<file path="config.mk">
export PLATFORM = sky130hd
export DESIGN_NAME = coap_option_decoder_unit
export DESIGN_NICKNAME = d
export VERILOG_FILES = /design/src/design/coapod_pkg.sv /design/src/design/coapod_parser.sv /design/src/design/coapod_result.sv /design/src/design/coap_option_decoder_unit.sv
export VERILOG_INCLUDE_DIRS = /design/src /design/src/design
export SDC_FILE = /design/constraint.sdc
export NUM_CORES = 1
export LEC_CHECK = 0
export BUFFER_PORTS_ARGS = -buffer_cell sky130_fd_sc_hd__buf_4
export CAP_MARGIN = 20
export CORE_MARGIN = 2
export CORE_UTILIZATION = 43
export DETAILED_ROUTE_END_ITERATION = 10
export GPL_ROUTABILITY_DRIVEN = 1
export PLACE_DENSITY_LB_ADDON = 0.05
export SLEW_MARGIN = 20
export SYNTH_ARGS = -nofsm -noshare
export SYNTH_HDL_FRONTEND = slang
export SYNTH_HIERARCHICAL = 1
export SYNTH_SLANG_ARGS = --single-unit
</file>
<file path="constraint.sdc">
create_clock -name clk -period 33.1 [get_ports clk]
set_input_delay 1.655 -clock clk [delete_from_list [all_inputs] [get_ports clk]]
set_output_delay 1.655 -clock clk [all_outputs]
set_load 0.005 [all_outputs]
</file>
<file path="src/design/coap_option_decoder_unit_defines.svh">
// assertion helpers for the decoder top level
`ifndef COAP_OPTION_DECODER_UNIT_DEFINES_SVH
`define COAP_OPTION_DECODER_UNIT_DEFINES_SVH

// clocked check, muted while reset is asserted
`define COAPOD_ASSERT(label, prop, msg) \
	label: assert property (@(posedge clk) disable iff (!arst_n) (prop)) else $error(msg);

// clocked implication, same cycle
`define COAPOD_ASSERT_IMP(label, ante, cons, msg) \
	`COAPOD_ASSERT(label, (ante) |-> (cons), msg)

// clocked implication, next cycle
`define COAPOD_ASSERT_NXT(label, ante, cons, msg) \
	`COAPOD_ASSERT(label, (ante) |=> (cons), msg)

`endif

</file>
<file path="src/design/coapod_pkg.sv">
package coapod_pkg;

	localparam int INT_BYTES_DEF = 4;

	// status codes
	localparam logic [2:0] ST_OK        = 3'd0;
	localparam logic [2:0] ST_RESERVED  = 3'd1;
	localparam logic [2:0] ST_HDR_OVER  = 3'd2;
	localparam logic [2:0] ST_EXT_OVFL  = 3'd3;
	localparam logic [2:0] ST_OPT_OVER  = 3'd4;

	// nibble codes
	localparam logic [3:0] NIB_EXT8     = 4'd13;
	localparam logic [3:0] NIB_EXT16    = 4'd14;
	localparam logic [3:0] NIB_RESERVED = 4'd15;

	localparam logic [15:0] EXT8_BASE       = 16'd13;
	localparam logic [15:0] EXT16_BASE      = 16'd269;
	localparam logic [15:0] EXT16_RAW_LIMIT = 16'd65266;

	// block option fields
	localparam int         BLOCK_VALUE_BITS = 24;
	localparam int         BLOCK_MORE_BIT   = 3;
	localparam logic [2:0] BLOCK_SZX_MAX    = 3'h7;
	localparam logic [11:0] BLOCK_SIZE_MIN  = 12'd16;

	localparam int OUT_BITS  = 105;
	localparam int OUT_TDATA = 112;

	// decoded header of one option, as handed from the parser
	typedef struct packed {
		logic [2:0]  status;
		logic [15:0] option_delta;
		logic [15:0] content_length;
		logic [2:0]  header_bytes;
	} coapod_hdr_t;

	// full result word, fields declared from the top of the output bus down to bit 0
	typedef struct packed {
		logic        block_ok;
		logic [11:0] block_size;
		logic        block_more;
		logic [19:0] block_number;
		logic        int_ok;
		logic [31:0] int_value;
		logic [2:0]  header_bytes;
		logic [15:0] content_length;
		logic [15:0] option_delta;
		logic [2:0]  status;
	} coapod_res_t;

	// extension bytes that follow a nibble
	function automatic logic [1:0] ext_size(input logic [3:0] nib);
		logic [1:0] r;
		r = 2'd0;
		if (nib == NIB_EXT8)  r = 2'd1;
		if (nib == NIB_EXT16) r = 2'd2;
		return r;
	endfunction

endpackage

</file>
<file path="src/design/coapod_parser.sv">
module coapod_parser
	import coapod_pkg::*;
#(
	parameter int INT_BYTES = INT_BYTES_DEF,
	localparam int ACC_W = 8 * INT_BYTES
) (
	input  logic              clk,
	input  logic              arst_n,
	input  logic              step_en,
	input  logic [7:0]        data_byte,
	input  logic              first_byte,
	input  logic [15:0]       max_bytes,
	output logic              res_valid,
	output coapod_hdr_t       res_hdr,
	output logic [ACC_W-1:0]  res_value
);

	typedef enum logic [1:0] {PH_IDLE, PH_DELTA_EXT, PH_LEN_EXT, PH_VALUE} phase_t;

	phase_t           phase_q, n_phase;
	logic [3:0]       dnib_q, n_dnib, lnib_q, n_lnib;
	logic [1:0]       ext_q, n_ext;
	logic [15:0]      dacc_q, n_dacc, lacc_q, n_lacc;
	logic [15:0]      left_q, n_left, budget_q, n_budget;
	logic [ACC_W-1:0] vacc_q, n_vacc;
	logic [2:0]       hdr_q, n_hdr;

	logic        go_delta, go_len, err, ok, is_d, ext_done;
	logic [2:0]  code;
	logic [3:0]  nib;
	logic [15:0] acc, acc_n, raw;

	always_comb begin
		n_phase  = phase_q;
		n_dnib   = dnib_q;
		n_lnib   = lnib_q;
		n_ext    = ext_q;
		n_dacc   = dacc_q;
		n_lacc   = lacc_q;
		n_left   = left_q;
		n_budget = budget_q;
		n_vacc   = vacc_q;
		n_hdr    = hdr_q;
		go_delta = 1'b0;
		go_len   = 1'b0;
		err      = 1'b0;
		ok       = 1'b0;
		code     = ST_OK;
		is_d     = (phase_q == PH_DELTA_EXT);
		nib      = is_d ? dnib_q : lnib_q;
		acc      = is_d ? dacc_q : lacc_q;
		acc_n    = acc;
		raw      = {acc[15:8], data_byte};
		ext_done = 1'b0;

		if (first_byte) begin
			n_budget = max_bytes;
			n_dnib   = data_byte[7:4];
			n_lnib   = data_byte[3:0];
			n_hdr    = 3'd1;
			n_dacc   = '0;
			n_lacc   = '0;
			n_vacc   = '0;
			n_left   = '0;
			n_ext    = '0;
			if (max_bytes == 16'd0) begin
				err  = 1'b1;
				code = ST_HDR_OVER;
			end else if (n_dnib == NIB_RESERVED) begin
				err  = 1'b1;
				code = ST_RESERVED;
			end else if (16'(ext_size(n_dnib)) + 16'd1 > max_bytes) begin
				err  = 1'b1;
				code = ST_HDR_OVER;
			end else if (ext_size(n_dnib) != 2'd0) begin
				n_phase = PH_DELTA_EXT;
				n_ext   = ext_size(n_dnib);
			end else begin
				n_dacc   = {12'd0, n_dnib};
				go_delta = 1'b1;
			end
		end else begin
			case (phase_q)
				PH_DELTA_EXT, PH_LEN_EXT: begin
					n_hdr = 3'(hdr_q + 3'd1);
					if (nib == NIB_EXT8) begin
						acc_n    = 16'(data_byte) + EXT8_BASE;
						ext_done = 1'b1;
					end else if (ext_q == 2'd2) begin
						// high byte of a two-byte extension
						acc_n = {data_byte, 8'd0};
						n_ext = 2'd1;
					end else if (raw > EXT16_RAW_LIMIT) begin
						err  = 1'b1;
						code = ST_EXT_OVFL;
					end else begin
						acc_n    = raw + EXT16_BASE;
						ext_done = 1'b1;
					end
					if (is_d) n_dacc = acc_n;
					else n_lacc = acc_n;
					if (ext_done) begin
						n_ext    = 2'd0;
						go_delta = is_d;
						go_len   = !is_d;
					end
				end
				PH_VALUE: begin
					if (lacc_q <= 16'(INT_BYTES)) n_vacc = ACC_W'({vacc_q, data_byte});
					if (left_q != 16'd0) n_left = left_q - 16'd1;
					if (n_left == 16'd0) ok = 1'b1;
				end
				default: ;
			endcase
		end

		// delta settled: check the length nibble and the header size
		if (go_delta) begin
			if (n_lnib == NIB_RESERVED) begin
				err  = 1'b1;
				code = ST_RESERVED;
			end else if (16'(ext_size(n_dnib)) + 16'(ext_size(n_lnib)) + 16'd1 > n_budget) begin
				err  = 1'b1;
				code = ST_HDR_OVER;
			end else if (ext_size(n_lnib) != 2'd0) begin
				n_phase = PH_LEN_EXT;
				n_ext   = ext_size(n_lnib);
				n_lacc  = '0;
			end else begin
				n_lacc = {12'd0, n_lnib};
				go_len = 1'b1;
			end
		end

		// length settled: check the whole option against the budget
		if (go_len) begin
			if (17'(n_hdr) + 17'(n_lacc) > 17'(n_budget)) begin
				err  = 1'b1;
				code = ST_OPT_OVER;
			end else begin
				n_left = n_lacc;
				n_vacc = '0;
				if (n_lacc == 16'd0) ok = 1'b1;
				else n_phase = PH_VALUE;
			end
		end

		if (err || ok) n_phase = PH_IDLE;
	end

	always_ff @(posedge clk or negedge arst_n) begin
		if (!arst_n) begin
			phase_q  <= PH_IDLE;
			dnib_q   <= '0;
			lnib_q   <= '0;
			ext_q    <= '0;
			dacc_q   <= '0;
			lacc_q   <= '0;
			left_q   <= '0;
			budget_q <= '0;
			vacc_q   <= '0;
			hdr_q    <= '0;
		end else if (step_en) begin
			phase_q  <= n_phase;
			dnib_q   <= n_dnib;
			lnib_q   <= n_lnib;
			ext_q    <= n_ext;
			dacc_q   <= n_dacc;
			lacc_q   <= n_lacc;
			left_q   <= n_left;
			budget_q <= n_budget;
			vacc_q   <= n_vacc;
			hdr_q    <= n_hdr;
		end
	end

	// an error result carries only its code
	assign res_valid              = step_en && (err || ok);
	assign res_hdr.status         = err ? code : ST_OK;
	assign res_hdr.option_delta   = err ? 16'd0 : n_dacc;
	assign res_hdr.content_length = err ? 16'd0 : n_lacc;
	assign res_hdr.header_bytes   = err ? 3'd0 : n_hdr;
	assign res_value              = err ? '0 : n_vacc;

endmodule

</file>
<file path="src/design/coapod_result.sv">
module coapod_result
	import coapod_pkg::*;
#(
	parameter int INT_BYTES = INT_BYTES_DEF,
	localparam int ACC_W = 8 * INT_BYTES
) (
	input  coapod_hdr_t      hdr,
	input  logic [ACC_W-1:0] value,
	output coapod_res_t      res
);

	logic        iok, good;
	logic [63:0] v;

	assign good = (hdr.status == ST_OK);
	assign iok  = good && (hdr.content_length <= 16'(INT_BYTES));
	assign v    = iok ? 64'(value) : 64'd0;

	always_comb begin
		res                = '0;
		res.status         = hdr.status;
		res.option_delta   = hdr.option_delta;
		res.content_length = hdr.content_length;
		res.header_bytes   = hdr.header_bytes;
		if (good) begin
			res.int_value    = v[31:0];
			res.int_ok       = iok;
			res.block_number = v[23:4];
			res.block_more   = v[BLOCK_MORE_BIT];
			res.block_size   = BLOCK_SIZE_MIN << v[2:0];
			// szx 7 would mean 2048, beyond the largest legal block
			res.block_ok     = iok && (v[63:BLOCK_VALUE_BITS] == '0)
				&& (v[2:0] != BLOCK_SZX_MAX);
		end
	end

endmodule

</file>
<file path="src/design/coap_option_decoder_unit.sv">
// decoder for the header and value of one coap option, fed one byte per word on
// s_axis. a word with tuser high opens an option and brings its byte budget in
// tdata; the delta and length nibbles with their one- and two-byte extensions
// are decoded, the value is gathered big-endian when it is at most INT_BYTES
// long, and block option fields are derived from it. one result word leaves
// on m_axis when the last value byte is in, when the header ends with an empty
// value, or as soon as an error shows up; bytes after an error or outside an
// option are dropped until the next start. a byte is taken every clock with
// no bubbles, and a result leaves through the input register and then the
// result register after its last byte; the only stall is m_axis backpressure
// reaching the input stage while the result register is full
module coap_option_decoder_unit
	import coapod_pkg::*;
#(
	parameter int INT_BYTES = INT_BYTES_DEF
) (
	input  logic                 clk,
	input  logic                 arst_n,
	input  logic                 s_axis_tvalid,
	output logic                 s_axis_tready,
	input  logic [23:0]          s_axis_tdata,  // data_byte, max_bytes
	input  logic                 s_axis_tuser,  // first_byte
	output logic                 m_axis_tvalid,
	input  logic                 m_axis_tready,
	// status, option_delta, content_length, header_bytes, int_value, int_ok,
	// block_number, block_more, block_size, block_ok, zero pad
	output logic [OUT_TDATA-1:0] m_axis_tdata
);

	`include "coap_option_decoder_unit_defines.svh"

	localparam int ACC_W = 8 * INT_BYTES;

	// input stage
	logic        valid_s1;
	logic [7:0]  byte_s1;
	logic        first_s1;
	logic [15:0] budget_s1;

	// output stage
	logic        out_valid_q;
	coapod_res_t out_res_q;

	logic             advance;
	logic             res_valid;
	coapod_hdr_t      res_hdr;
	logic [ACC_W-1:0] res_value;
	coapod_res_t      res;

	// the input stage moves on unless a result is stuck in the output register
	assign advance       = valid_s1 && (!out_valid_q || m_axis_tready);
	assign s_axis_tready = !valid_s1 || !out_valid_q || m_axis_tready;

	always_ff @(posedge clk or negedge arst_n) begin
		if (!arst_n) begin
			valid_s1 <= 1'b0;
		end else if (s_axis_tready) begin
			valid_s1 <= s_axis_tvalid;
		end
	end

	always_ff @(posedge clk) begin
		if (s_axis_tready && s_axis_tvalid) begin
			byte_s1   <= s_axis_tdata[7:0];
			budget_s1 <= s_axis_tdata[23:8];
			first_s1  <= s_axis_tuser;
		end
	end

	coapod_parser #(
		.INT_BYTES (INT_BYTES)
	) u_parser (
		.clk        (clk),
		.arst_n     (arst_n),
		.step_en    (advance),
		.data_byte  (byte_s1),
		.first_byte (first_s1),
		.max_bytes  (budget_s1),
		.res_valid  (res_valid),
		.res_hdr    (res_hdr),
		.res_value  (res_value)
	);

	coapod_result #(
		.INT_BYTES (INT_BYTES)
	) u_result (
		.hdr   (res_hdr),
		.value (res_value),
		.res   (res)
	);

	// result register
	always_ff @(posedge clk or negedge arst_n) begin
		if (!arst_n) begin
			out_valid_q <= 1'b0;
		end else if (res_valid) begin
			out_valid_q <= 1'b1;
		end else if (m_axis_tready) begin
			out_valid_q <= 1'b0;
		end
	end

	always_ff @(posedge clk) begin
		if (res_valid) out_res_q <= res;
	end

	assign m_axis_tvalid = out_valid_q;
	assign m_axis_tdata  = OUT_TDATA'(out_res_q);

	`COAPOD_ASSERT_IMP(a_err_clean, out_valid_q && (out_res_q.status != ST_OK),
		(out_res_q.option_delta == 16'd0) && (out_res_q.int_value == 32'd0)
		&& (out_res_q.block_size == 12'd0), "error word carries non-zero fields")
	`COAPOD_ASSERT_IMP(a_ok_hdr, out_valid_q && (out_res_q.status == ST_OK),
		(out_res_q.header_bytes >= 3'd1) && (out_res_q.header_bytes <= 3'd5),
		"header byte count out of range")
	`COAPOD_ASSERT_IMP(a_block_int, out_valid_q && out_res_q.block_ok,
		out_res_q.int_ok, "block_ok without int_ok")
	`COAPOD_ASSERT_NXT(a_hold_s1, valid_s1 && !advance, valid_s1,
		"input stage dropped a stalled byte")
	`COAPOD_ASSERT_IMP(a_no_overrun, res_valid, !out_valid_q || m_axis_tready,
		"result overwrote a pending word")

endmodule

</file>
==> results of run 1 <==
==> registers in the layout, summed over array words and instances, names as in the netlist <==
name	count
u_parser/hdr_q	3
m_axis_tdata	105
u_parser/lacc_q	16
u_parser/phase_q	2
valid_s1	1
u_parser/budget_q	16
u_parser/lnib_q	4
budget_s1	16
u_parser/vacc_q	32
u_parser/dnib_q	4
u_parser/ext_q	2
u_parser/left_q	16
u_parser/dacc_q	16
byte_s1	8
m_axis_tvalid	1
first_s1	1
==> worst max-delay path, delay by kind of cell (launching register included) <==
| family | cells | cell delay [ps] |
|---|---|---|
| AOI/OAI and AO/OA | 15 | 4710 |
| adders and majority gates | 5 | 1610 |
| xor gates and xnor gates | 1 | 140 |
| buffers and inverters | 5 | 2140 |
| DFF | 1 | 330 |
| and+or+nand+nor | 7 | 1490 |
==> layout make-up <==
cell class	count	area, sq um	area share, %
repair buffers	156	1184	7.507
flip-flops and latches	243	6731	42.69
well taps	442	553.0	3.507
clock buffers	41	780.7	4.952
inverters	57	214.0	1.357
multi-input cells	983	6226	39.49
clock inverters	11	78.83	0.4999
==> kinds of logic (layout without fill, tap and decap cells) <==
family,after synthesis,after routing,synth area share [%]
other cells,2,11,0.05335
xor+xnor,28,28,1.742
flops,243,243,47.82
simple gates,512,512,18.18
fa+ha+maj,35,35,3.218
compound gates,337,337,16.27
mux,60,60,4.489
buf+inv,218,265,8.239
==> Yosys cell counts (5+ instances only) <==
cell	n	area share, %
nand2_1	147	3.9
edfxtp_1	130	28
nor2_1	124	3.3
dfrtp_1	113	20
a21oi_1	108	3.8
buf_4	75	4.0
nor3_1	72	2.6
clkbuf_1	58	1.5
inv_1	56	1.5
o21ai_0	55	2.0
a22o_1	41	2.6
mux2i_1	37	2.6
ha_1	33	2.9
nand3_1	32	1.1
mux2_2	22	1.8
xnor2_1	19	1.2
nand4_1	18	0.80
nor4_1	18	0.80
and2_1	15	0.67
nor2b_1	14	0.62
o21a_1	14	0.75
buf_2	12	0.43
and3_1	11	0.49
o22ai_1	11	0.49
buf_1	10	0.27
a21o_1	9	0.48
or3_1	9	0.40
xor2_1	9	0.56
a211o_1	8	0.50
a31oi_1	8	0.36
nand2b_1	7	0.31
nor4_2	7	0.62
o211ai_1	7	0.37
a211oi_1	6	0.32
a221oi_1	6	0.37
buf_6	6	0.48
o31ai_1	6	0.32
or2_2	6	0.27
o21ai_1	5	0.18
o41ai_1	5	0.31
==> report_power, final <==
| part | switching, mW | leakage, nW | internal (mW) |
|---|---|---|---|
| logic | 0.396 | 3.06 | 0.206 |
| registers | 0.0640 | 2.69 | 0.395 |
| clock network | 0.122 | 0.403 | 0.170 |
==> through the flow <==
stage | util, % | worst slack, ps | hold WS [ps] | cell area, sq um | total power, mW
final | 48.71 | 22140 | 507.5 | 15770 | 1.352
after global routing | 48.71 | 21300 | 516.7 | 15770 | 1.437
after CTS | 48.71 | 22210 | 508.8 | 15770 | 1.357
after detailed placement | 46.05 | 22300 | 490.9 | 14910 | 1.059
after global placement | 46.05 | 22670 | 488.0 | 14910 | 1.059
after floorplan | - | 22250 | 465.8 | 14110 | 0.8809
==> worst max path at each step <==
stage                         from                to  slack [ps]
final                     first_s1  m_axis_tdata[20]       22140
after global routing      first_s1   m_axis_tdata[9]       21300
after CTS                 first_s1  m_axis_tdata[18]       22210
after detailed placement  first_s1  m_axis_tdata[24]       22300
after global placement    first_s1  m_axis_tdata[22]       22670
after floorplan           first_s1   m_axis_tdata[0]       22250
==> layer usage <==
metal | vias to the layer above | routed length [um]
met5 | - | 0
met4 | 0 | 1061
met3 | 64 | 2338
met2 | 369 | 19810
met1 | 5398 | 17220
li1 | 5216 | -
==> run_results.csv, run 1 <==
group,metric,value,unit
detailed_routing,routed_wl,40430,um
critical_path,reg2reg_from,"first_s1",
place,place_inst,1881,
place,hpwl,28060,um
global_routing,grt_pass1_vias,10680,
sta,tightest_slew,1097,ps
floorplan,core-area,32370,sq um
sta,finalSetupViolations,0,
logic_synthesis,syn_area,14080,sq um
clock_network,clk_latency,560,ps
clock_network,numCtsBuffers,28,
floorplan,ios,143,
clock_network,clk_pin_slew,60,ps
critical_path,r2r_slack,22140,ps
sta,fin_crit_sh,33.10,%
min_path,hp-start,"u_parser/vacc_q[28]",
clock_network,cts_hold_buf,0,
global_routing,grt_max_degree,90,
logic_synthesis,avgSynthCellArea,9.810,sq um
critical_path,reg2reg_depth,33,
critical_path,required,33260,ps
logic_synthesis,yosysUniqueCellTypes,92,
global_routing,grt_use_met1,31.54,%
detailed_routing,drt_iter0_drc,935,
global_routing,grt_antenna_before_repair,0,
detailed_routing,vias,11050,
sta,fmax,91.26,MHz
sta,slew_violations,0,
place,io_buffers,135,
critical_path,r2r-end,"m_axis_tdata[20]",
clock_network,root_buffer,"clkbuf_16",
sta,skew,34.57,ps
place,gp_congestion,0.9229,
floorplan,row_count,66,
global_routing,grt_use_met2,39.93,%
final_layout,fin_cells,1933,
min_path,hp-class,"reg2reg",
global_routing,grt_pass1_wl,62670,um
logic_synthesis,ys_seq_area_share,47.82,%
pwr,p_leak,6.148,nW
logic_synthesis,ys_warn_count,6,
critical_path,path_max_fanout,72,
detailed_routing,postRouteAntennaNets,0,
final_layout,area_growth,12.01,%
floorplan,fp.dieH,184.9,um
detailed_routing,drcViolationCount,0,
final_layout,nets,1533,
pwr,vdd_drop_max,0.00005152,V
clock_network,cts_buffer_depth,3,
logic_synthesis,synthCells,1435,
critical_path,critPathArrivalTime,11120,ps
logic_synthesis,synth-seq-cells,243,
floorplan,initial_core_util,43.49,%
critical_path,startpoint_type,"register",
final_layout,layout-drive-gt1-share,16.97,%
sta,finalSetupTns,0,ps
logic_synthesis,synth_ff_type,"edfxtp_1",
final_layout,num-fill-cells,3111,
critical_path,crit_slowest_cell,"o31a_2",
global_routing,grt_use_met3,3.421,%
run,maxCapViolCount,0,
sta,finalCriticalPeriod,10960,ps
clock_network,cts_tree,"built",
floorplan,die_w,184.9,um
min_path,whs_endpoint,"u_parser/vacc_q[28]",
critical_path,cpPeakStageDelay,810,ps
sta,slew_headroom,26.53,%
sta,grt_setup_unrepaired,"no",
clock_network,cts_max_level,1,
min_path,hold_depth,1,
final_layout,mostFrequentLayoutCell,"buf_4",
floorplan,dieArea,34200,sq um
final_layout,final_cell_mix,"buf_4 (155), nand2_1 (147), edfxtp_1 (130), nor2_1 (124), dfrtp_1 (113)",
global_routing,grt_overflow,0,
clock_network,postCtsSetupRepairBufs,0,
logic_synthesis,async_reset_ff_share,46.50,%
final_layout,antennaDiodeCount,0,
critical_path,end_kind,"register",
detailed_routing,firstDrtPassIters,6,
critical_path,crit_type,"reg2reg",
global_routing,grt_usage,23.58,%
run_status,status,"finished clean",
clock_network,cts.sinks,243,
clock_network,post_cts_resized,0,
pwr,powerDensity,85.77,nW/um^2
detailed_routing,wire_per_inst,20.92,um
sta,hold_viol,0,
global_routing,grt-busiest-layer,"met2",
detailed_routing,routed_via_density,5.715,
logic_synthesis,synth_edf_count,130,
No activity file was read; power rests on OpenSTA's default activity.
==> run 2, diff against run 1 <==
==> constraint.sdc (replaced) <==
create_clock -name clk -period 9.8 [get_ports clk]
set_input_delay 0.49 -clock clk [delete_from_list [all_inputs] [get_ports clk]]
set_output_delay 0.49 -clock clk [all_outputs]
set_load 0.005 [all_outputs]
==> run_results.csv, run 2 (same netlist as run 1, synthesis figures left out) <==
group,metric,value,unit
critical_path,setup.worst_path.start,"first_s1",
global_routing,grt_usage,24.03,%
place,hpwl,29100,um
floorplan,die_w,184.9,um
pwr,vdd_drop_max,0.0001933,V
floorplan,ios,143,
floorplan,fp.dieH,184.9,um
final_layout,nets,1556,
clock_network,cts_buffer_depth,3,
place,io_buffers,135,
final_layout,antennaDiodeCount,0,
final_layout,stdcell_area,16130,sq um
clock_network,postCtsSetupRepairBufs,0,
global_routing,grt_pass1_wl,63370,um
sta,fmax,108.9,MHz
critical_path,startpoint_type,"register",
detailed_routing,wire_per_inst,21.11,um
final_layout,largest_register_ffs,105,
detailed_routing,routed_via_density,5.687,
sta,skew,12.76,ps
sta,fin_ws,620.8,ps
sta,tightest_slew,1007,ps
clock_network,cts_tree,"built",
final_layout,multiInputGateArea,6240,sq um
final_layout,num-fill-cells,3042,
min_path,hp-start,"s_axis_tdata[0]",
run_status,status,"finished clean",
place,placed_cell_area,15070,sq um
floorplan,initial_core_util,43.49,%
final_layout,final_cell_mix,"buf_4 (175), nand2_1 (147), edfxtp_1 (130), nor2_1 (124), dfrtp_1 (113)",
pwr,p_leak,6.363,nW
sta,fin_crit_sh,93.66,%
sta,grt_setup_unrepaired,"no",
detailed_routing,postRouteAntennaNets,0,
critical_path,reg2reg_from,"first_s1",
floorplan,core-area,32370,sq um
detailed_routing,firstDrtPassIters,5,
detailed_routing,drt_iter0_drc,933,
global_routing,grt_pass1_vias,10600,
sta,slew_violations,0,
critical_path,crit_type,"reg2reg",
critical_path,end_kind,"register",
clock_network,cts.sinks,243,
clock_network,root_buffer,"clkbuf_16",
critical_path,cpPeakStageDelay,570,ps
pwr,powerDensity,295.9,nW/um^2
sta,slew_headroom,31.98,%
floorplan,row_count,66,
critical_path,r2r_slack,620,ps
final_layout,seq_area,6731,sq um
floorplan,dieArea,34200,sq um
place,gp_congestion,0.9049,
detailed_routing,routed_wl,41310,um
detailed_routing,drcViolationCount,0,
place,place_ws,407.5,ps
detailed_routing,vias,11130,
final_layout,area_growth,14.59,%
run,maxCapViolCount,0,
final_layout,mostFrequentLayoutCell,"buf_4",
critical_path,required,10120,ps
sta,hold_viol,0,
critical_path,path_max_fanout,42,
sta,finalSetupViolations,0,
global_routing,grt_max_degree,67,
final_layout,layout-drive-gt1-share,19.21,%
sta,finalSetupTns,0,ps
clock_network,clk_pin_slew,60,ps
global_routing,grt_overflow,0,
global_routing,grt_antenna_before_repair,0,
critical_path,crit_slowest_cell,"or4_4",
clock_network,clk_latency,570,ps
sta,finalCriticalPeriod,9179,ps
critical_path,critPathArrivalTime,9500,ps
clock_network,cts_max_level,1,
min_path,hp-class,"in2reg",
clock_network,numCtsBuffers,29,
run 2: changes by cell type in the layout (fill, tap and decap cells not counted), moves of 2 or more:
cell,delta
bufinv_16,+4
clkinv_1,-7
inv_6,+2
clkinv_2,+6
buf_4,+20
clkbuf_8,+3
clkbuf_1,-7
run 2: critical path, delay by kind of cell (launching register included):
| kind | cells | cell delay, ps |
|---|---|---|
| AO/OA/AOI/OAI | 13 | 3300 |
| AND/OR/NAND/NOR | 11 | 2240 |
| buffers and inverters | 7 | 1480 |
| adder cells (fa/ha/maj) | 5 | 1370 |
| flip-flops | 1 | 370 |
| XOR/XNOR | 1 | 140 |
run 2: through the flow:
step | utilization (%) | hold slack (ps) | power (mW) | std cells
finish | 49.83 | 98.44 | 4.773 | 1957
CTS | 49.78 | 78.44 | 4.774 | 1956
floorplan | - | 194.4 | 2.970 | 1444
detailed placement | 46.54 | 490.8 | 3.599 | 1901
global placement | 46.54 | 489.2 | 3.607 | 1901
global route | 49.83 | 87.87 | 5.061 | 1957
run 2: worst paths after layout:
path | cells after the start | to
max | 37 | m_axis_tdata[96]
min | 1 | byte_s1[0]
max reg2reg | 37 | m_axis_tdata[96]
min reg2reg | 2 | u_parser/budget_q[0]
max in group asynchronous | 3 | valid_s1
min in group asynchronous | 2 | u_parser/dacc_q[10]
run 2: final cells by class:
type / instances / area share, %
well taps: 442 / 3.428
multi-input cells: 983 / 38.68
clock inverters: 17 / 1.497
inverters: 57 / 1.326
flip-flops and latches: 243 / 41.73
repair buffers: 178 / 8.401
clock buffers: 37 / 4.933
run 2: metal layers:
metal	vias to the layer above	GRT usage (%)	wire length (um)
met2	342	39.97	19930
met1	5445	32.89	18060
li1	5260	-	-
met5	-	0	0
met3	83	2.536	1953
met4	0	7.968	1368
run 2: repair_timing:
item / in CTS / in global routing
endpoints found under the hold margin: 39 / 0
setup endpoints to repair: 0 / 62
hold buffers: 1 / 0
gates resized for setup: 0 / 2
run 2: where the power goes:
group / switching [mW] / internal (mW) / total (mW)
logic: 1.36 / 0.721 / 2.08
registers: 0.200 / 1.33 / 1.53
clock network: 0.451 / 0.710 / 1.16
total: 2.01 / 2.76 / 4.77
